<file path="src/rtl/sst_pkg.sv">
// ----------------------------------------------------------------------------
// Sorted set table package
// Shared types, action and cell codes, and defaults for the sorted set table.
// ----------------------------------------------------------------------------
`default_nettype none

package sst_pkg;

  localparam int DEPTH_DEF = 64;
  localparam int VAL_W     = 32;
  localparam int SIZE_W    = 7;

  typedef enum logic [2:0] {
    ACT_CLEAR  = 3'd0,
    ACT_LOOKUP = 3'd1,
    ACT_INSERT = 3'd2,
    ACT_REMOVE = 3'd3,
    ACT_MATCH  = 3'd4,
    ACT_KEEP   = 3'd5
  } act_e;

  typedef enum logic [2:0] {
    CELL_HOLD,
    CELL_CLR,
    CELL_INS,
    CELL_REM,
    CELL_MARK,
    CELL_COMPACT
  } cell_op_e;

  typedef enum logic {
    ST_IDLE,
    ST_COMPACT
  } state_e;

  typedef struct packed {
    logic [2:0]              action;
    logic signed [VAL_W-1:0] value;
    logic                    final_req;
  } in_item_t;

  typedef struct packed {
    logic              hit;
    logic              dropped;
    logic [SIZE_W-1:0] size;
    logic              subset;
    logic              equal;
  } out_item_t;

  typedef struct packed {
    cell_op_e                op;
    logic                    probe;
    logic signed [VAL_W-1:0] value;
  } cell_cmd_t;

endpackage

`default_nettype wire

</file>
<file path="src/rtl/sst_cell.sv">
// ----------------------------------------------------------------------------
// Sorted set table cell
// One table slot: holds a member and its match mark, compares it with the
// broadcast value and shifts with its neighbours on insert, remove and compact.
// ----------------------------------------------------------------------------
`default_nettype none

module sst_cell #(
  parameter int INDEX = 0,
  parameter int CNT_W = 7
) (
  input  wire                                 clk,
  input  wire                                 rst_n,
  input  wire sst_pkg::cell_cmd_t             cmd,
  input  wire [CNT_W-1:0]                     count,
  input  wire                                 lt_in,
  input  wire signed [sst_pkg::VAL_W-1:0]     val_left,
  input  wire signed [sst_pkg::VAL_W-1:0]     val_right,
  input  wire                                 mark_right,
  input  wire                                 hit_in,
  input  wire                                 unm_in,
  output logic                                lt_out,
  output logic signed [sst_pkg::VAL_W-1:0]    val_out,
  output logic                                mark_out,
  output logic                                hit_out,
  output logic                                unm_out
);

  logic signed [sst_pkg::VAL_W-1:0] value_r;
  logic signed [sst_pkg::VAL_W-1:0] value_nxt;
  logic                             mark_r;
  logic                             mark_nxt;
  logic                             occ;
  logic                             eq;
  logic                             mark_eff;

  always_comb begin
    occ      = CNT_W'(INDEX) < count;
    lt_out   = occ && (value_r < cmd.value);
    eq       = occ && (value_r == cmd.value);
    mark_eff = mark_r | (cmd.probe & eq);
    hit_out  = hit_in | eq;
    unm_out  = unm_in | (occ & ~mark_eff);
    val_out  = value_r;
    mark_out = mark_r;
  end

  always_comb begin
    value_nxt = value_r;
    mark_nxt  = mark_r;
    case (cmd.op)
      sst_pkg::CELL_HOLD: begin
      end
      sst_pkg::CELL_CLR: begin
        mark_nxt = 1'b0;
      end
      sst_pkg::CELL_INS: begin
        mark_nxt = 1'b0;
        if (!lt_out) begin
          value_nxt = lt_in ? cmd.value : val_left;
        end
      end
      sst_pkg::CELL_REM: begin
        mark_nxt = 1'b0;
        if (!lt_out) begin
          value_nxt = val_right;
        end
      end
      sst_pkg::CELL_MARK: begin
        mark_nxt = mark_eff;
      end
      sst_pkg::CELL_COMPACT: begin
        if (unm_out) begin
          value_nxt = val_right;
          mark_nxt  = mark_right;
        end
      end
      default: begin
      end
    endcase
  end

  always_ff @(posedge clk) begin
    value_r <= value_nxt;
    if (!rst_n) begin
      mark_r <= 1'b0;
    end else begin
      mark_r <= mark_nxt;
    end
  end

endmodule

`default_nettype wire

</file>
<file path="config.mk">
export PLATFORM = sky130hd
export DESIGN_NAME = sst_cell
export DESIGN_NICKNAME = d
export VERILOG_FILES = /design/src/rtl/sst_pkg.sv /design/src/rtl/sst_cell.sv
export SDC_FILE = /design/constraint.sdc
export NUM_CORES = 1
export LEC_CHECK = 0
export BUFFER_PORTS_ARGS = -buffer_cell sky130_fd_sc_hd__buf_2
export CAP_MARGIN = 20
export CORE_MARGIN = 1.5
export CORE_UTILIZATION = 25
export CTS_CLUSTER_DIAMETER = 80
export DETAILED_ROUTE_END_ITERATION = 8
export HOLD_SLACK_MARGIN = 0.15
export SYNTH_ARGS = -nofsm -noshare
export SYNTH_HDL_FRONTEND = slang
export SYNTH_SLANG_ARGS = --single-unit
</file>
<file path="constraint.sdc">
create_clock -name clk -period 3.55 [get_ports clk]
set_clock_uncertainty 0.1 [all_clocks]
set_input_delay 0.71 -clock clk [delete_from_list [all_inputs] [get_ports clk]]
set_output_delay 0.71 -clock clk [all_outputs]
set_load 0.03 [all_outputs]
</file>
### Yosys cells after proc, flatten, opt, wreduce, memory -nomap -nowiden

Index checks and enable logic that the tools add are counted.

* add/subtract/negate cells: 0
* multipliers: 0
* div/mod/pow operators: 0
* $lt $le $gt $ge: 2
* equality and inequality tests: 9
* shift operators: 0
* muxes and demuxes: 7
* bitwise operators: 6
* reductions and logical operators: 7

Operator list (count)
* $mux W32: 4
* $pmux W32 S3: 1
* $eq A32 B32 Y1: 1
* $lt A32 B32 Y1: 1
* $lt A1 B7 Y1 const A: 1
* $eq A3 B2 Y1 const B: 2
* $eq A3 B3 Y1 const B: 2
* $ne A2 B2 Y1 const B: 3
* $reduce_bool A3 Y1: 2
* $reduce_and A4 Y1: 1
* $eq A3 B1 Y1 const B: 1
* $or A1 B1 Y1: 3
* $pmux W1 S3: 1
* $reduce_or A3 Y1: 1
* $and A1 B1 Y1: 2
* $logic_and A1 B1 Y1: 2
* $reduce_and A2 Y1: 1
* $mux W1: 1
* $not A1 Y1: 1

* flip-flop bits (word level): 33
* bits in latches: 0
* bits in writable memories: 0
* bits in read-only memories: 0
* output and inout bits: 36
* word-level logic and storage cells: 33
* memories kept: 0

### Longest topological paths before layout

* word-level depth: 9
* gate-level depth with buffers: 8

### Worst setup path after synthesis

Ideal clock, no wire load.

* path kind: input port to output port
* start point: input cmd[21] in the netlist's numbering
* end point: output lt_out
* arrival time: 2.539 ns
* required time: 2.740 ns
* path slack: 0.201 ns
* stages on the path: 8
* cells stage by stage: inv_1 ha_1 a211oi_2 nor2_1 a2111oi_4 nor2_1 or3_1 a21boi_1

* longest elaborated chain between the ends: 2

Ends and longest elaborated chain
* start, declared: line sst_cell.sv:14 `input wire sst_pkg::cell_cmd_t cmd,`
* $lt A32 B32 Y1: line sst_cell.sv:39 `lt_out = occ && (value_r < cmd.value);`
* $logic_and A1 B1 Y1: line sst_cell.sv:39
* end, declared: line sst_cell.sv:22 `output logic lt_out,`

No other way between the ends.

### Worst setup path after layout

Same ends and word-level chain as after synthesis.

==> summary.txt <==
Layout
  • Final #Nets: 576
  • Storage cell area: 981 sq um
  • N_diodes: 0
  • # fillers: 1094
  • Area growth syn-to-layout: 39.1%
  • Layout cell share with drive strength beyond 1: 0.396
  • Multi-input gate area: 1540 sq um

Clock network
  • Latest clock arrival within the worst-skew pair: 0.28 ns
  • Cts hold-fix bufs: 0
  • Setup bufs post-CTS: 0
  • Clk slew on worst S/H paths: 0.07 ns
  • CTS max path bufs: 2
  • Root buf cell: clkbuf_8
  • Cts bufs inserted: 5
  • Clock sinks: 33
  • H-tree Lvls: 2
  • CTS tree: built

Setup path
  • Maximum fanout along the worst path: 2
  • Required @ worst endpoint: 2.74 ns
  • Worst R2R Setup Slack: 0.92 ns
  • Path depth of the worst reg2reg path: 8
  • Worst path max stage delay: 0.38 ns
  • Setup crit end kind: output pin
  • CP delay by family, top: compound AO/OA/AOI/OAI gates
  • Startpoint Class: input pin
  • CP max stage cell: or3_1
  • Buf/Inv on CP: 3
  • Critical path depth: 10
  • Crit-path cells: buf_2 -> inv_1 -> ha_1 -> a211oi_2 -> nor2_1 -> a2111oi_4 -> nor2_1 -> or3_1 -> a21boi_1 -> clkbuf_4
  • Crit path top cell by count: nor2_1
  • Setup CP Type: in2out
  • Arr. time, crit path: 2.61 ns

Yosys
  • Ys async rst share: 0
  • Count of different cell masters after synthesis: 41
  • Sequential area share after synthesis: 0.368
  • #FFs+latches synth: 33
  • Synth Cell Area: 2670 sq um
  • Synth Instances: 283
  • Top FF cell, synth: edfxtp_1
  • Yosys warns: 0
  • Syn avg cell area: 9.42 sq um
  • Post-synth net total: 428
  • Post-synth EDFFs: 32

Timing
  • Final Slew Violations: 0
  • Post-route worst setup slack: 0.125 ns
  • Max transition margin: 0.345
  • Worst hold margin: 0.585 ns
  • Worst Tran Pin Value: 0.983 ns
  • Tcrit/Tclk final: 0.965
  • TNS Setup: 0 ns
  • Final Hold Fails: 0
  • Max frequency: 0.292 GHz
  • RSZ-0062 raised after global routing: no
  • Clock period minus worst slack: 3.42 ns
  • Finish-stage setup viols: 0

Detailed routing
  • Vias post-DR: 2545
  • DRC viols: 0
  • DR WL/cell: 12.9 microns
  • Detailed Route WL: 7.32 mm
  • Via-to-Cell Ratio: 4.48
  • DRT iter0 DRCs: 105
  • Post-route antenna net violation count: 0
  • Initial DRT Pass Iterations: 4

Die
  • Die ar.: 11300 sq um
  • Die Y: 106 microns
  • Core Region: 10300 sq um
  • I/O pins: 149
  • Row Count: 37
  • DIE WIDTH: 106 microns
  • Starting Density: 0.258

Place
  • Global placement routability congestion: 0.698
  • Setup WS pre-CTS: 0.105 ns
  • Port buffer count: 148
  • Hpwl dp: 5.94 mm

Min path
  • Hold WC Path Type: reg2reg
  • Hold-critical path depth: 3

GRT
  • Largest net degree at the start of global routing: 37
  • GRT Overall Usage: 0.128
  • Vias in the first global route: 2472
  • GRT overflow: 0
  • First-pass GRT wire length: 11.6 mm
  • Initial antenna violation count: 0

Run status
  • Status: finished, final reports clean

Power and ir drop
  • Maximum vdd drop: 215 uV
  • Cell Pwr Density: 334 nW/um^2
  • Static Leak: 1.88 nW

Run
  • Max_cap viols: 0
[cell families after synthesis]
family	Yosys count	share of synthesized area
simple gates	74	0.137
compound gates	67	0.156
buf+inv	44	0.0629
mux	33	0.126
flops	33	0.368
fa+ha+maj	32	0.150
[worst paths after layout]
path,startpoint,end
worst max register to register,val_out[15],val_out[18]
worst min register to register,mark_out,mark_out
worst max-delay path,cmd[21],lt_out
worst min-delay path,mark_out,mark_out
[area by class of cell]
type	count	area share
Clock buffer	6	0.0196
Clock inverter	2	0.00911
Inverter	34	0.0344
Multi-Input combinational cell	206	0.416
Sequential cell	33	0.265
Tap cell	136	0.0459
Timing Repair Buffer	151	0.210
[worst min-delay path, delay by kind of cell, from the launching register on]
| kind | cells | cell delay, ns |
|---|---|---|
| AO/OA/AOI/OAI | 2 | 0.15 |
| flip-flops | 1 | 0.33 |
| multiplexers | 1 | 0.16 |
[sequential cells by signal, summed over array words and instances (netlist names)]
signal	count
mark_out	1
val_out	32
[metrics by stage]
stage	util	cell area, sq um	instances	power (mW)
after floorplan	-	2670	283	0.739
after global placement	0.347	3580	560	0.883
after detailed placement	0.347	3580	560	0.892
after CTS	0.357	3690	568	1.26
after global routing	0.359	3710	568	1.33
final	0.359	3710	568	1.24
[report_power, final]
part | switching, mW | total (mW) | internal [mW]
sequential | 0.0170 | 0.490 | 0.473
combinational | 0.231 | 0.392 | 0.162
clock | 0.148 | 0.356 | 0.208
total | 0.396 | 1.24 | 0.842
[cells in the final DEF, fill, tap and decap left out, types with 2 or more instances in the layout]
cell,n
buf_2,147
a21oi_1,43
nor2_1,39
inv_1,34
mux2i_1,32
ha_1,32
edfxtp_1,32
nand2_1,14
o21ai_0,5
clkbuf_8,5
and4_1,4
nor2b_1,3
a21o_1,3
o21ai_2,2
nand3_1,2
buf_4,2
[cell usage after synthesis (2+ instances only)]
master | n | area (sq um)
a21oi_1 | 44 | 220
a21o_1 | 3 | 22.5
buf_1 | 2 | 7.51
buf_2 | 2 | 10.0
mux2i_1 | 32 | 320
nand2_1 | 14 | 52.6
nand3_1 | 2 | 10.0
nor2_1 | 39 | 146
o21ai_0 | 6 | 30.0
nor4_2 | 2 | 25.0
ha_1 | 32 | 400
nor2b_1 | 3 | 18.8
o21ai_1 | 2 | 10.0
and4_1 | 4 | 35.0
clkbuf_1 | 6 | 22.5
edfxtp_1 | 32 | 961
inv_1 | 34 | 128
[layer usage]
metal,routed length (microns),up-vias,global-route usage
met2,3560,95,0.225
met1,3200,1141,0.157
met4,26,0,0.0261
met5,0,-,0
met3,532,2,0.0349
li1,-,1307,-
[what timing repair did]
action	CTS	global route
hold endpoints to repair	0	0
endpoints found under the setup margin	0	1
gates resized for setup	0	5
No activity file was read; power rests on OpenSTA's default activity.
